## config.mk

```make
export PLATFORM = sky130hd
export DESIGN_NAME = led_strip_frame_buffer_top_flat
export DESIGN_NICKNAME = d
export VERILOG_FILES = /design/src/hw/rtl/lsfb_pkg.sv /design/src/hw/rtl/lsfb_if.sv /design/src/hw/rtl/lsfb_front.sv /design/src/hw/rtl/lsfb_queue.sv /design/src/hw/rtl/lsfb_back.sv /design/src/hw/rtl/led_strip_frame_buffer_top.sv /design/src/flat_wrapper.sv
export VERILOG_INCLUDE_DIRS = /design/src /design/src/hw/rtl
export SDC_FILE = /design/constraint.sdc
export NUM_CORES = 2
export LEC_CHECK = 0
export ABC_AREA = 1
export BUFFER_PORTS_ARGS = -buffer_cell sky130_fd_sc_hd__buf_2
export CORE_MARGIN = 3
export CORE_UTILIZATION = 63
export CTS_CLUSTER_SIZE = 10
export DETAILED_ROUTE_END_ITERATION = 16
export PLACE_DENSITY_LB_ADDON = 0.2
export SETUP_SLACK_MARGIN = 0.05
export SYNTH_ARGS = -nofsm -noshare
export SYNTH_HDL_FRONTEND = slang
export SYNTH_SLANG_ARGS = --single-unit
```

## constraint.sdc

```tcl
create_clock -name i_clk -period 5.45 [get_ports i_clk]
set_clock_uncertainty 0.15 [all_clocks]
set_input_delay 0.8175 -clock i_clk [delete_from_list [all_inputs] [get_ports i_clk]]
set_output_delay 0.8175 -clock i_clk [all_outputs]
set_load 0.01 [all_outputs]
```

## src/hw/rtl/led_strip_frame_buffer_top_defines.svh

```systemverilog
// ----------------------------------------------------------------------------
// LED strip frame buffer assertion macros
// Assertion helpers for the frame buffer RTL, used by lsfb_back.
// ----------------------------------------------------------------------------
`ifndef LED_STRIP_FRAME_BUFFER_TOP_DEFINES_SVH
`define LED_STRIP_FRAME_BUFFER_TOP_DEFINES_SVH

`ifndef SYNTH

// Property that must hold at every clock edge outside reset.
`define LSFB_ASSERT(name, clk, rst_n, prop, msg) \
    name: assert property (@(posedge clk) disable iff (!rst_n) prop) else $error(msg);

// Condition that must never be seen outside reset.
`define LSFB_ASSERT_NEVER(name, clk, rst_n, expr, msg) \
    name: assert property (@(posedge clk) disable iff (!rst_n) !(expr)) else $error(msg);

`else

`define LSFB_ASSERT(name, clk, rst_n, prop, msg)
`define LSFB_ASSERT_NEVER(name, clk, rst_n, expr, msg)

`endif

`endif

```

## src/hw/rtl/lsfb_pkg.sv

```systemverilog
// ----------------------------------------------------------------------------
// LED strip frame buffer package
// Widths, codes, constants and the command and result records.
// ----------------------------------------------------------------------------
package lsfb_pkg;

    localparam int MODE_W        = 3;
    localparam int BYTE_W        = 8;
    localparam int LEN_W         = 6;
    localparam int WORD_W        = 32;
    localparam int STRIP_MAX_DEF = 32;
    localparam int Q_DEPTH       = 2;

    localparam logic [LEN_W-1:0]  LEN_RESET  = LEN_W'(32);
    localparam logic [WORD_W-1:0] WORD_START = 32'h0000_0000;
    localparam logic [WORD_W-1:0] WORD_END   = 32'hFFFF_FFFF;
    localparam logic [BYTE_W-1:0] BRI_PAD    = 8'hE0;

    // Request modes as they arrive on the input channel.
    typedef enum logic [MODE_W-1:0] {
        MODE_SET   = 3'd0,
        MODE_FILL  = 3'd1,
        MODE_REMAP = 3'd2,
        MODE_SWAP  = 3'd3,
        MODE_VIRT  = 3'd4,
        MODE_SEND  = 3'd5
    } t_mode;

    // Classified operation handed to the execution side.
    typedef enum logic [2:0] {
        OP_SET,
        OP_FILL,
        OP_REMAP,
        OP_SWAP,
        OP_VIRT,
        OP_NONE
    } t_op;

    typedef struct packed {
        t_op               op;
        logic              err;
        logic              send;
        logic              wc;
        logic              wb;
        logic [BYTE_W-1:0] idx;
        logic [BYTE_W-1:0] tgt;
        logic [BYTE_W-1:0] red;
        logic [BYTE_W-1:0] green;
        logic [BYTE_W-1:0] blue;
        logic [BYTE_W-1:0] bright;
    } t_cmd;

    typedef struct packed {
        logic              kind;
        logic [WORD_W-1:0] word;
        logic              last;
        logic              err;
    } t_res;

    typedef enum logic [3:0] {
        ST_IDLE,
        ST_LOOKUP,
        ST_SET,
        ST_FILL,
        ST_REMAP,
        ST_SWAP,
        ST_VIRT,
        ST_STATUS,
        ST_FR_START,
        ST_FR_BODY,
        ST_FR_END
    } t_state;

endpackage

```

## src/hw/rtl/lsfb_if.sv

```systemverilog
// ----------------------------------------------------------------------------
// LED strip frame buffer channels
// Valid/ready channels for requests in and results out.
// ----------------------------------------------------------------------------
interface lsfb_cmd_if;
    logic       valid;
    logic       ready;
    logic [2:0] mode;
    logic [7:0] index;
    logic [7:0] target;
    logic [7:0] red;
    logic [7:0] green;
    logic [7:0] blue;
    logic [7:0] bright;
    logic       write_colour;
    logic       write_brightness;
    logic       send;

    modport source (
        output valid, mode, index, target, red, green, blue, bright,
               write_colour, write_brightness, send,
        input  ready
    );
    modport sink (
        input  valid, mode, index, target, red, green, blue, bright,
               write_colour, write_brightness, send,
        output ready
    );
endinterface

interface lsfb_res_if;
    logic        valid;
    logic        ready;
    logic        kind;
    logic [31:0] frame_word;
    logic        last;
    logic        error;

    modport source (output valid, kind, frame_word, last, error, input ready);
    modport sink (input valid, kind, frame_word, last, error, output ready);
endinterface

```

## src/hw/rtl/lsfb_front.sv

```systemverilog
// ----------------------------------------------------------------------------
// LED strip frame buffer front end
// Accepts requests, checks their indexes against the strip length and
// turns them into operation records for the queue.
// ----------------------------------------------------------------------------
module lsfb_front (
    lsfb_cmd_if.sink                   i_cmd,
    input  logic [lsfb_pkg::LEN_W-1:0] i_len,
    input  logic                       i_full,
    output logic                       o_push,
    output lsfb_pkg::t_cmd             o_cmd
);
    import lsfb_pkg::*;

    logic w_idx_ok;
    logic w_tgt_ok;

    // A request is taken whenever the queue has room.
    assign i_cmd.ready = !i_full;
    assign o_push      = i_cmd.valid && !i_full;

    assign w_idx_ok = i_cmd.index  < BYTE_W'(i_len);
    assign w_tgt_ok = i_cmd.target < BYTE_W'(i_len);

    // Decode the mode and decide whether the request is out of range.
    always_comb begin
        o_cmd        = '0;
        o_cmd.send   = i_cmd.send;
        o_cmd.wc     = i_cmd.write_colour;
        o_cmd.wb     = i_cmd.write_brightness;
        o_cmd.idx    = i_cmd.index;
        o_cmd.tgt    = i_cmd.target;
        o_cmd.red    = i_cmd.red;
        o_cmd.green  = i_cmd.green;
        o_cmd.blue   = i_cmd.blue;
        o_cmd.bright = i_cmd.bright;
        unique case (t_mode'(i_cmd.mode))
            MODE_SET: begin
                o_cmd.op  = OP_SET;
                o_cmd.err = !w_idx_ok;
            end
            MODE_FILL: begin
                o_cmd.op  = OP_FILL;
                o_cmd.err = 1'b0;
            end
            MODE_REMAP: begin
                o_cmd.op  = OP_REMAP;
                o_cmd.err = !w_idx_ok || !w_tgt_ok;
            end
            MODE_SWAP: begin
                o_cmd.op  = OP_SWAP;
                o_cmd.err = !w_idx_ok || !w_tgt_ok;
            end
            MODE_VIRT: begin
                o_cmd.op  = OP_VIRT;
                o_cmd.err = !w_idx_ok;
            end
            default: begin
                // Send-only and the unused codes change nothing.
                o_cmd.op  = OP_NONE;
                o_cmd.err = 1'b0;
            end
        endcase
    end

endmodule

```

## src/hw/rtl/lsfb_queue.sv

```systemverilog
// ----------------------------------------------------------------------------
// LED strip frame buffer operation queue
// Short FIFO between the front end and the execution side.
// ----------------------------------------------------------------------------
module lsfb_queue (
    input  logic           i_clk,
    input  logic           i_rst_n,
    input  logic           i_push,
    input  lsfb_pkg::t_cmd i_cmd,
    input  logic           i_pop,
    output logic           o_full,
    output logic           o_valid,
    output lsfb_pkg::t_cmd o_cmd
);
    import lsfb_pkg::*;

    localparam int QAW = (Q_DEPTH > 1) ? $clog2(Q_DEPTH) : 1;

    t_cmd           r_q [Q_DEPTH];
    logic [QAW-1:0] r_wr_ptr;
    logic [QAW-1:0] r_rd_ptr;
    logic [QAW:0]   r_count;
    logic [QAW-1:0] n_wr_ptr;
    logic [QAW-1:0] n_rd_ptr;
    logic [QAW:0]   n_count;
    logic           w_push;
    logic           w_pop;

    assign o_full  = r_count == (QAW+1)'(Q_DEPTH);
    assign o_valid = r_count != '0;
    assign o_cmd   = r_q[r_rd_ptr];
    assign w_push  = i_push && !o_full;
    assign w_pop   = i_pop && o_valid;

    // Pointer and fill count update.
    always_comb begin
        n_wr_ptr = r_wr_ptr;
        n_rd_ptr = r_rd_ptr;
        n_count  = r_count;
        if (w_push) begin
            n_wr_ptr = (r_wr_ptr == QAW'(Q_DEPTH - 1)) ? '0 : r_wr_ptr + QAW'(1);
        end
        if (w_pop) begin
            n_rd_ptr = (r_rd_ptr == QAW'(Q_DEPTH - 1)) ? '0 : r_rd_ptr + QAW'(1);
        end
        if (w_push && !w_pop) begin
            n_count = r_count + (QAW+1)'(1);
        end else if (w_pop && !w_push) begin
            n_count = r_count - (QAW+1)'(1);
        end
    end

    always_ff @(posedge i_clk) begin
        if (!i_rst_n) begin
            r_wr_ptr <= '0;
            r_rd_ptr <= '0;
            r_count  <= '0;
        end else begin
            r_wr_ptr <= n_wr_ptr;
            r_rd_ptr <= n_rd_ptr;
            r_count  <= n_count;
        end
    end

    // Entry storage needs no reset.
    always_ff @(posedge i_clk) begin
        if (w_push) begin
            r_q[r_wr_ptr] <= i_cmd;
        end
    end

endmodule

```

## src/hw/rtl/lsfb_back.sv

```systemverilog
// ----------------------------------------------------------------------------
// LED strip frame buffer execution side
// Holds the pixel, map and virtual-flag stores, carries out queued
// operations and streams status and frame words into the output register.
// ----------------------------------------------------------------------------
`include "led_strip_frame_buffer_top_defines.svh"

module lsfb_back #(
    parameter int STRIP_MAX = lsfb_pkg::STRIP_MAX_DEF
) (
    input  logic                       i_clk,
    input  logic                       i_rst_n,
    input  logic [lsfb_pkg::LEN_W-1:0] i_len,
    input  logic                       i_q_valid,
    input  lsfb_pkg::t_cmd             i_q_cmd,
    output logic                       o_q_pop,
    lsfb_res_if.source                 o_res
);
    import lsfb_pkg::*;

    localparam int IW  = (STRIP_MAX > 1) ? $clog2(STRIP_MAX) : 1;
    localparam int CW  = 3 * BYTE_W;

    // Stores: colour {blue, green, red}, brightness and the remap table.
    logic [CW-1:0]     m_col [STRIP_MAX];
    logic [BYTE_W-1:0] m_bri [STRIP_MAX];
    logic [IW-1:0]     m_map [STRIP_MAX];

    logic [STRIP_MAX-1:0] r_col_vld;
    logic [STRIP_MAX-1:0] r_bri_vld;
    logic [STRIP_MAX-1:0] r_map_vld;
    logic [STRIP_MAX-1:0] r_virt;

    logic [CW-1:0]     r_col_q;
    logic [BYTE_W-1:0] r_bri_q;
    logic              r_colv_q;
    logic              r_briv_q;
    logic [IW-1:0]     r_map_q;
    logic              r_mapv_q;

    t_state        r_state;
    t_state        n_state;
    t_cmd          r_cmd;
    t_cmd          n_cmd;
    logic [IW-1:0] r_i;
    logic [IW-1:0] n_i;
    logic          r_out_valid;
    logic          n_out_valid;
    t_res          r_out;
    t_res          n_out;

    logic          w_slot;
    logic          w_emit;
    t_res          w_emit_res;
    logic          w_col_we;
    logic          w_bri_we;
    logic [IW-1:0] w_wr_addr;
    logic          w_pix_rd_en;
    logic [IW-1:0] w_pix_rd_addr;
    logic          w_map_rd_en;
    logic          w_map_we;
    logic [IW-1:0] w_map_wa;
    logic [IW-1:0] w_map_wd;
    logic          w_virt_set;
    logic [IW-1:0] w_idx;
    logic [IW-1:0] w_tgt;
    logic          w_last_i;
    t_state        w_done_state;
    logic [CW-1:0]     w_col_val;
    logic [BYTE_W-1:0] w_bri_val;

    assign w_idx        = r_cmd.idx[IW-1:0];
    assign w_tgt        = r_cmd.tgt[IW-1:0];
    assign w_last_i     = (LEN_W'(r_i) + LEN_W'(1)) == i_len;
    assign w_done_state = r_cmd.send ? ST_FR_START : ST_STATUS;
    assign w_slot       = !r_out_valid || o_res.ready;
    assign w_col_val    = r_colv_q ? r_col_q : '0;
    assign w_bri_val    = r_briv_q ? r_bri_q : '0;

    // Operation sequencer: next state, store strobes and result requests.
    always_comb begin
        n_state       = r_state;
        n_cmd         = r_cmd;
        n_i           = r_i;
        o_q_pop       = 1'b0;
        w_col_we      = 1'b0;
        w_bri_we      = 1'b0;
        w_wr_addr     = r_i;
        w_pix_rd_en   = 1'b0;
        w_pix_rd_addr = r_i;
        w_map_rd_en   = 1'b0;
        w_map_we      = 1'b0;
        w_map_wa      = w_idx;
        w_map_wd      = w_tgt;
        w_virt_set    = 1'b0;
        w_emit        = 1'b0;
        w_emit_res    = '0;
        unique case (r_state)
            ST_IDLE: begin
                if (i_q_valid) begin
                    o_q_pop = 1'b1;
                    n_cmd   = i_q_cmd;
                    n_i     = '0;
                    if (i_q_cmd.err) begin
                        n_state = ST_STATUS;
                    end else begin
                        unique case (i_q_cmd.op)
                            OP_SET:   n_state = ST_LOOKUP;
                            OP_FILL:  n_state = ST_FILL;
                            OP_REMAP: n_state = ST_REMAP;
                            OP_SWAP:  n_state = ST_REMAP;
                            OP_VIRT:  n_state = ST_VIRT;
                            OP_NONE:  n_state = i_q_cmd.send ? ST_FR_START : ST_STATUS;
                            default:  n_state = ST_STATUS;
                        endcase
                    end
                end
            end
            ST_LOOKUP: begin
                // Fetch the physical position of the logical LED.
                w_map_rd_en = 1'b1;
                n_state     = ST_SET;
            end
            ST_SET: begin
                w_wr_addr = r_mapv_q ? r_map_q : w_idx;
                w_col_we  = r_cmd.wc;
                w_bri_we  = r_cmd.wb;
                n_state   = w_done_state;
            end
            ST_FILL: begin
                if (i_len == '0) begin
                    n_state = w_done_state;
                end else begin
                    w_col_we = r_cmd.wc;
                    w_bri_we = r_cmd.wb;
                    if (w_last_i) begin
                        n_state = w_done_state;
                    end else begin
                        n_i = r_i + IW'(1);
                    end
                end
            end
            ST_REMAP: begin
                w_map_we = 1'b1;
                n_state  = (r_cmd.op == OP_SWAP) ? ST_SWAP : w_done_state;
            end
            ST_SWAP: begin
                // Second half of a swap: the target entry points back.
                w_map_we = 1'b1;
                w_map_wa = w_tgt;
                w_map_wd = w_idx;
                n_state  = w_done_state;
            end
            ST_VIRT: begin
                w_virt_set = 1'b1;
                n_state    = w_done_state;
            end
            ST_STATUS: begin
                if (w_slot) begin
                    w_emit          = 1'b1;
                    w_emit_res.kind = 1'b0;
                    w_emit_res.word = '0;
                    w_emit_res.last = 1'b1;
                    w_emit_res.err  = r_cmd.err;
                    n_state         = ST_IDLE;
                end
            end
            ST_FR_START: begin
                if (w_slot) begin
                    w_emit          = 1'b1;
                    w_emit_res.kind = 1'b1;
                    w_emit_res.word = WORD_START;
                    n_i             = '0;
                    w_pix_rd_en     = 1'b1;
                    w_pix_rd_addr   = '0;
                    n_state         = (i_len == '0) ? ST_FR_END : ST_FR_BODY;
                end
            end
            ST_FR_BODY: begin
                // The read registers hold LED r_i; virtual LEDs are skipped.
                if (r_virt[r_i] || w_slot) begin
                    if (!r_virt[r_i]) begin
                        w_emit          = 1'b1;
                        w_emit_res.kind = 1'b1;
                        w_emit_res.word = {w_bri_val | BRI_PAD, w_col_val};
                    end
                    if (w_last_i) begin
                        n_state = ST_FR_END;
                    end else begin
                        n_i           = r_i + IW'(1);
                        w_pix_rd_en   = 1'b1;
                        w_pix_rd_addr = r_i + IW'(1);
                    end
                end
            end
            ST_FR_END: begin
                if (w_slot) begin
                    w_emit          = 1'b1;
                    w_emit_res.kind = 1'b1;
                    w_emit_res.word = WORD_END;
                    w_emit_res.last = 1'b1;
                    n_state         = ST_IDLE;
                end
            end
            default: begin
                n_state = ST_IDLE;
            end
        endcase
    end

    // Output register: loads a new result or drains when taken.
    always_comb begin
        n_out_valid = r_out_valid && !o_res.ready;
        n_out       = r_out;
        if (w_emit) begin
            n_out_valid = 1'b1;
            n_out       = w_emit_res;
        end
    end

    assign o_res.valid      = r_out_valid;
    assign o_res.kind       = r_out.kind;
    assign o_res.frame_word = r_out.word;
    assign o_res.last       = r_out.last;
    assign o_res.error      = r_out.err;

    // Control state.
    always_ff @(posedge i_clk) begin
        if (!i_rst_n) begin
            r_state     <= ST_IDLE;
            r_out_valid <= 1'b0;
        end else begin
            r_state     <= n_state;
            r_out_valid <= n_out_valid;
        end
    end

    // Payload and sequencing registers.
    always_ff @(posedge i_clk) begin
        r_cmd <= n_cmd;
        r_i   <= n_i;
        r_out <= n_out;
    end

    // Per-entry valid bits and virtual flags; an unwritten entry reads
    // as its reset value.
    always_ff @(posedge i_clk) begin
        if (!i_rst_n) begin
            r_col_vld <= '0;
            r_bri_vld <= '0;
            r_map_vld <= '0;
            r_virt    <= '0;
        end else begin
            if (w_col_we) begin
                r_col_vld[w_wr_addr] <= 1'b1;
            end
            if (w_bri_we) begin
                r_bri_vld[w_wr_addr] <= 1'b1;
            end
            if (w_map_we) begin
                r_map_vld[w_map_wa] <= 1'b1;
            end
            if (w_virt_set) begin
                r_virt[w_idx] <= 1'b1;
            end
        end
    end

    // Pixel memories: one write and one registered read port.
    always_ff @(posedge i_clk) begin
        if (w_col_we) begin
            m_col[w_wr_addr] <= {r_cmd.blue, r_cmd.green, r_cmd.red};
        end
        if (w_bri_we) begin
            m_bri[w_wr_addr] <= r_cmd.bright;
        end
        if (w_pix_rd_en) begin
            r_col_q  <= m_col[w_pix_rd_addr];
            r_bri_q  <= m_bri[w_pix_rd_addr];
            r_colv_q <= r_col_vld[w_pix_rd_addr];
            r_briv_q <= r_bri_vld[w_pix_rd_addr];
        end
    end

    // Remap memory: one write and one registered read port.
    always_ff @(posedge i_clk) begin
        if (w_map_we) begin
            m_map[w_map_wa] <= w_map_wd;
        end
        if (w_map_rd_en) begin
            r_map_q  <= m_map[w_idx];
            r_mapv_q <= r_map_vld[w_idx];
        end
    end

    `LSFB_ASSERT(a_no_virtual_word, i_clk, i_rst_n, (r_state == ST_FR_BODY && w_emit) |-> !r_virt[r_i], "frame word emitted for a virtual LED")
    `LSFB_ASSERT_NEVER(a_error_changes_nothing, i_clk, i_rst_n, r_state != ST_IDLE && r_cmd.err && (w_col_we || w_bri_we || w_map_we || w_virt_set), "failed request wrote a store")
    `LSFB_ASSERT(a_emit_has_slot, i_clk, i_rst_n, w_emit |-> (!r_out_valid || o_res.ready), "result overwrote a pending result")
    `LSFB_ASSERT(a_scan_in_range, i_clk, i_rst_n, (r_state == ST_FR_BODY || r_state == ST_FILL) && i_len != '0 |-> (LEN_W'(r_i) < i_len), "LED counter past strip length")

endmodule

```

## src/hw/rtl/led_strip_frame_buffer_top.sv

```systemverilog
// ----------------------------------------------------------------------------
// LED strip frame buffer
// Pixel store and frame generator for an APA102-style LED strip.
// ----------------------------------------------------------------------------
// A request is classified on arrival and placed in a two-entry queue, so up
// to two further requests are taken while an earlier one is still being
// carried out. The sequencer takes a queued request from the queue head while
// it is idle. A rejected request goes straight to its status word. Remap and
// mark-virtual write their entry and then give status. A swap writes both map
// entries in turn, and a single-LED set reads the remap table before it
// writes. The pixel memory has a single write port, so a fill visits one LED
// per cycle; at zero length it writes nothing. With send set, a request that
// is not rejected gives the frame in place of its status word. The frame is
// the start word, then one word per LED in use, then the end word. A virtual
// LED is stepped over without giving a word, and a stalled sink holds the
// sequencer. Each result is registered in the output register before it
// leaves. The stores come out of reset ready to use; no clearing pass is
// needed. strip_length must only be written while the block is idle.
// ----------------------------------------------------------------------------
module led_strip_frame_buffer_top #(
    parameter int STRIP_MAX = lsfb_pkg::STRIP_MAX_DEF
) (
    input  logic                       i_clk,
    input  logic                       i_rst_n,
    input  logic                       i_cfg_we,
    input  logic [lsfb_pkg::LEN_W-1:0] i_cfg_wdata,
    lsfb_cmd_if.sink                   i_cmd,
    lsfb_res_if.source                 o_res
);
    import lsfb_pkg::*;

    logic [LEN_W-1:0] r_strip_length;
    logic [LEN_W-1:0] w_len;
    logic             w_push;
    t_cmd             w_push_cmd;
    logic             w_full;
    logic             w_q_valid;
    t_cmd             w_q_cmd;
    logic             w_q_pop;

    // Length register and its clamp to the store depth.
    always_ff @(posedge i_clk) begin
        if (!i_rst_n) begin
            r_strip_length <= LEN_RESET;
        end else if (i_cfg_we) begin
            r_strip_length <= i_cfg_wdata;
        end
    end

    assign w_len = (r_strip_length > LEN_W'(STRIP_MAX)) ? LEN_W'(STRIP_MAX) : r_strip_length;

    lsfb_front u_front (
        .i_cmd  (i_cmd),
        .i_len  (w_len),
        .i_full (w_full),
        .o_push (w_push),
        .o_cmd  (w_push_cmd)
    );

    lsfb_queue u_queue (
        .i_clk   (i_clk),
        .i_rst_n (i_rst_n),
        .i_push  (w_push),
        .i_cmd   (w_push_cmd),
        .i_pop   (w_q_pop),
        .o_full  (w_full),
        .o_valid (w_q_valid),
        .o_cmd   (w_q_cmd)
    );

    lsfb_back #(
        .STRIP_MAX (STRIP_MAX)
    ) u_back (
        .i_clk     (i_clk),
        .i_rst_n   (i_rst_n),
        .i_len     (w_len),
        .i_q_valid (w_q_valid),
        .i_q_cmd   (w_q_cmd),
        .o_q_pop   (w_q_pop),
        .o_res     (o_res)
    );

endmodule

```

## src/flat_wrapper.sv

```systemverilog
// flat-port wrapper written by rule: the top's interface ports become plain ports
module led_strip_frame_buffer_top_flat import lsfb_pkg::*;
#(
    parameter int STRIP_MAX = lsfb_pkg::STRIP_MAX_DEF
)
  (i_clk, i_rst_n, i_cfg_we, i_cfg_wdata, i_cmd_valid, i_cmd_mode, i_cmd_index, i_cmd_target, i_cmd_red, i_cmd_green, i_cmd_blue, i_cmd_bright, i_cmd_write_colour, i_cmd_write_brightness, i_cmd_send, i_cmd_ready, o_res_valid, o_res_kind, o_res_frame_word, o_res_last, o_res_error, o_res_ready);
  lsfb_cmd_if i_cmd_i ();
  lsfb_res_if o_res_i ();
  input  logic i_clk;
  input  logic i_rst_n;
  input  logic i_cfg_we;
  input  logic [lsfb_pkg::LEN_W-1:0] i_cfg_wdata;
  input wire logic [$bits(i_cmd_i.valid)-1:0] i_cmd_valid;
  input wire logic [$bits(i_cmd_i.mode)-1:0] i_cmd_mode;
  input wire logic [$bits(i_cmd_i.index)-1:0] i_cmd_index;
  input wire logic [$bits(i_cmd_i.target)-1:0] i_cmd_target;
  input wire logic [$bits(i_cmd_i.red)-1:0] i_cmd_red;
  input wire logic [$bits(i_cmd_i.green)-1:0] i_cmd_green;
  input wire logic [$bits(i_cmd_i.blue)-1:0] i_cmd_blue;
  input wire logic [$bits(i_cmd_i.bright)-1:0] i_cmd_bright;
  input wire logic [$bits(i_cmd_i.write_colour)-1:0] i_cmd_write_colour;
  input wire logic [$bits(i_cmd_i.write_brightness)-1:0] i_cmd_write_brightness;
  input wire logic [$bits(i_cmd_i.send)-1:0] i_cmd_send;
  output wire logic [$bits(i_cmd_i.ready)-1:0] i_cmd_ready;
  output wire logic [$bits(o_res_i.valid)-1:0] o_res_valid;
  output wire logic [$bits(o_res_i.kind)-1:0] o_res_kind;
  output wire logic [$bits(o_res_i.frame_word)-1:0] o_res_frame_word;
  output wire logic [$bits(o_res_i.last)-1:0] o_res_last;
  output wire logic [$bits(o_res_i.error)-1:0] o_res_error;
  input wire logic [$bits(o_res_i.ready)-1:0] o_res_ready;
  assign i_cmd_i.valid = i_cmd_valid;
  assign i_cmd_i.mode = i_cmd_mode;
  assign i_cmd_i.index = i_cmd_index;
  assign i_cmd_i.target = i_cmd_target;
  assign i_cmd_i.red = i_cmd_red;
  assign i_cmd_i.green = i_cmd_green;
  assign i_cmd_i.blue = i_cmd_blue;
  assign i_cmd_i.bright = i_cmd_bright;
  assign i_cmd_i.write_colour = i_cmd_write_colour;
  assign i_cmd_i.write_brightness = i_cmd_write_brightness;
  assign i_cmd_i.send = i_cmd_send;
  assign i_cmd_ready = i_cmd_i.ready;
  assign o_res_valid = o_res_i.valid;
  assign o_res_kind = o_res_i.kind;
  assign o_res_frame_word = o_res_i.frame_word;
  assign o_res_last = o_res_i.last;
  assign o_res_error = o_res_i.error;
  assign o_res_i.ready = o_res_ready;
  led_strip_frame_buffer_top #(.STRIP_MAX(STRIP_MAX)) u_core (.i_clk(i_clk), .i_rst_n(i_rst_n), .i_cfg_we(i_cfg_we), .i_cfg_wdata(i_cfg_wdata), .i_cmd(i_cmd_i), .o_res(o_res_i));
endmodule
```

==> results.cfg <==
[logic_synthesis]
netlist_area_um2 = 62200
ys_seq_elements = 1445
syn-instance-count = 5834
syn-num-nets = 5911
yosysWarnings = 0
synth_cell_type_count = 47
synthTopCellsByArea = edfxtp_1 (63%), nand3_1 (9.0%), nand2_1 (6.4%)
synthArstFlopShare_pct = 0
synth_top_area_share_pct = 62.8
yosys.area.top_type = edfxtp_1
ys_seq_area_share_pct = 67.5
synth_flop_cell = edfxtp_1
synth.avg_cell_area_um2 = 10.7
synth_edf_count = 1301

[detailed_routing]
drt_pass1_iterations = 6
met3_length_um = 16400
drt-initial-drc-count = 5237
drc = 0
wl_met2_um = 72700
vias = 42400
ant_nets = 0
wl_um = 153000
wl_per_cell_um = 21.1
top_layer_used = met4
vias_per_cell = 5.86
wl_met1_um = 59500

[clock_network]
postCtsHoldBufs = 0
clock_sinks = 1445
cts_tree = built
cts_resized = 0
post_cts_buffers = 0
cts_made_buffers = 163
clk_path_buf_depth = 3
clk_latency_ns = 0.77
h-tree-depth = 4
cts-root-buf = clkbuf_16
path_clk_slew_ns = 0.05

[hold_path]
min_path_type = primary input to register
whs_path_depth = 1
hold_end = u_core.u_queue.r_q[0][1]
holdCritStartpoint = i_cmd_bright[1]

[global_route]
grt-ovfl-total = 0
antenna_found_initial = 1
grt_pass1_vias = 41200
grt_pass1_wl_um = 233000
grt_start_max_net_pins = 125
gr-usage-all-layers_pct = 29.8

[floorplanning]
die-area_um2 = 103000
die_y_um = 320
ios = 102
start_util_pct = 63.9
rows = 114
fp.dieW_um = 320
fp.coreArea_um2 = 97300

[setup_path]
r2r-end = u_core.u_back.r_col_q[12]
required_ns = 5.80
cp.arrival_ns = 4.76
worst_r2r_startpoint = u_core.u_back.r_i[0]
crit_type = register to register
startpoint_type = register
cp-end-kind = register
r2r_cells = 20
cp_max_fo = 67
timing.reg2reg.setup_slack_ns = 1.05

[layout]
nNetsFinal = 5944
final_cell_mix = edfxtp_1 (1301), nand3_1 (1121), nand2_1 (1057), inv_1 (1020), nor2_1 (258)
ff_latch_area_um2 = 42000
final_common_cell = edfxtp_1
multiInputGateArea_um2 = 15200
final_util_pct = 70.7
area_delta_synth_final_pct = 10.5
nFillCells = 6695
post-route-cell-area_um2 = 68700
antenna_cells = 0
drive_gt1_share_pct = 8.11

[placement]
placed_area_um2 = 64100
port_buffers = 98
gp_congestion = 0.888
hpwl_um = 86200

[sta]
setup_viol = 0
drv_slew = 0
slew_headroom_pct = 15.6
tightestPinTransition_ns = 1.27
tns_ns = 0
max_freq_mhz = 227
finalCriticalPeriod_ns = 4.40
rsz0062_at_grt = false
fin_crit_sh_pct = 80.8
finalHoldViolations = 0
fin_hold_ws_ns = 0.0973

[flow_run]
max_cap_viol_count = 0

[power]
power.leakage_nw = 27.4
ir_worst_vdd_mv = 0.665
p_per_area_nw_per_um2 = 541

[status]
status = finished clean
## critical path: stages, from the launching register on
cell,delay (ns)
edfxtp_1,0.49
buf_4,0.28
inv_6,0.19
nand2_1,0.08
nand3_1,0.09
nand2_1,0.05
nor2_1,0.16
nand2_1,0.09
nand3_1,0.11
nand2_2,0.10
nand3_1,0.26
nand4_4,0.34
nand2_8,0.57
buf_4,0.41
nand2_1,0.08
nand3_1,0.07
nand3_1,0.07
nand3_1,0.18
nand2_1,0.08
nand2_1,0.17
nand2_1,0.09
## layout make-up
type | count | area share [%]
sequential | 1445 | 61.0
tap | 1276 | 2.32
timing repair buffer | 184 | 2.13
multi-input combinational | 3037 | 22.0
clock buffer | 254 | 6.62
clock inverter | 9 | 0.184
inverter | 1036 | 5.67
## power breakdown
part	internal [mW]	total (mW)	leakage (nW)	switching, mW
Combinational	3.65	12.8	12.3	9.18
Sequential	13.8	14.6	12.9	0.834
Clock	5.68	9.81	2.24	4.12
Total	23.1	37.2	27.4	14.1
## metal layers
layer | vias up | GRT usage, %
li1 | 19600 | -
met1 | 20200 | 40.8
met2 | 2312 | 48.2
met3 | 351 | 5.86
met4 | 0 | 10.8
met5 | - | 0
## metrics by stage
step	power, mW	setup slack (ns)	std cells
after floorplan	23.0	1.14	5834
after global placement	27.0	1.27	6978
after detailed placement	27.3	1.18	6978
after CTS	37.1	1.13	7241
after global routing	39.0	0.846	7241
final	37.2	1.05	7241
## registers in the layout, summed over array words and instances (netlist names), 6 cells and up, named ones only
signal / flops
u_core.u_back.r_virt: 32
u_core.u_back.r_cmd: 46
u_core.u_back.m_map: 160
u_core.u_back.r_map_vld: 32
u_core.u_back.r_col_q: 24
u_core.u_back.r_bri_vld: 32
u_core.u_back.m_bri: 160
u_core.u_back.o_res.frame_word: 30
u_core.u_queue.r_q: 92
u_core.u_back.r_col_vld: 32
u_core.u_back.m_col: 768
u_core.r_strip_length: 6
## worst max-delay path by stage
stage,startpoint,to,slack (ns),cells after the start
6_report,u_core.u_back.r_i[0],u_core.u_back.r_col_q[12],1.05,20
5_1_grt,u_core.u_back.r_i[0],u_core.u_back.r_col_q[12],0.85,20
4_1_cts,u_core.u_back.r_i[0],u_core.u_back.r_col_q[12],1.13,20
3_5_place_dp,u_core.u_back.r_i[0],u_core.u_back.r_col_q[22],1.18,20
3_3_place_gp,o_res_ready,u_core.u_back.r_col_q[12],1.27,15
2_1_floorplan,u_core.u_back.r_state[3],u_core.u_queue.r_count[1],1.14,11
## Yosys cell counts (all sizes together) (12+ instances only)
cell    instances
edfxtp       1301
nand3        1125
nand2        1064
inv          1033
nor2          299
buf           234
dfxtp         144
nand3b        123
a21oi          92
a22oi          90
clkbuf         82
o21a           67
o21ai          55
mux2           41
nor3           17
ha             12
## cell families (layout without fill, tap and decap cells)
family                   count (synthesis)  count (layout)  share of synthesized area [%]
XOR/XNOR                                 2               2                         0.0282
AND/OR/NAND/NOR                       2639            2639                           19.1
adder cells (fa/ha/maj)                 12              12                          0.241
flip-flops                            1445            1445                           67.5
AO/OA/AOI/OAI                          343             343                           3.62
buffers and inverters                 1352            1483                           8.80
multiplexers                            41              41                          0.742
Note: power is estimated with default switching activity, not from simulation.
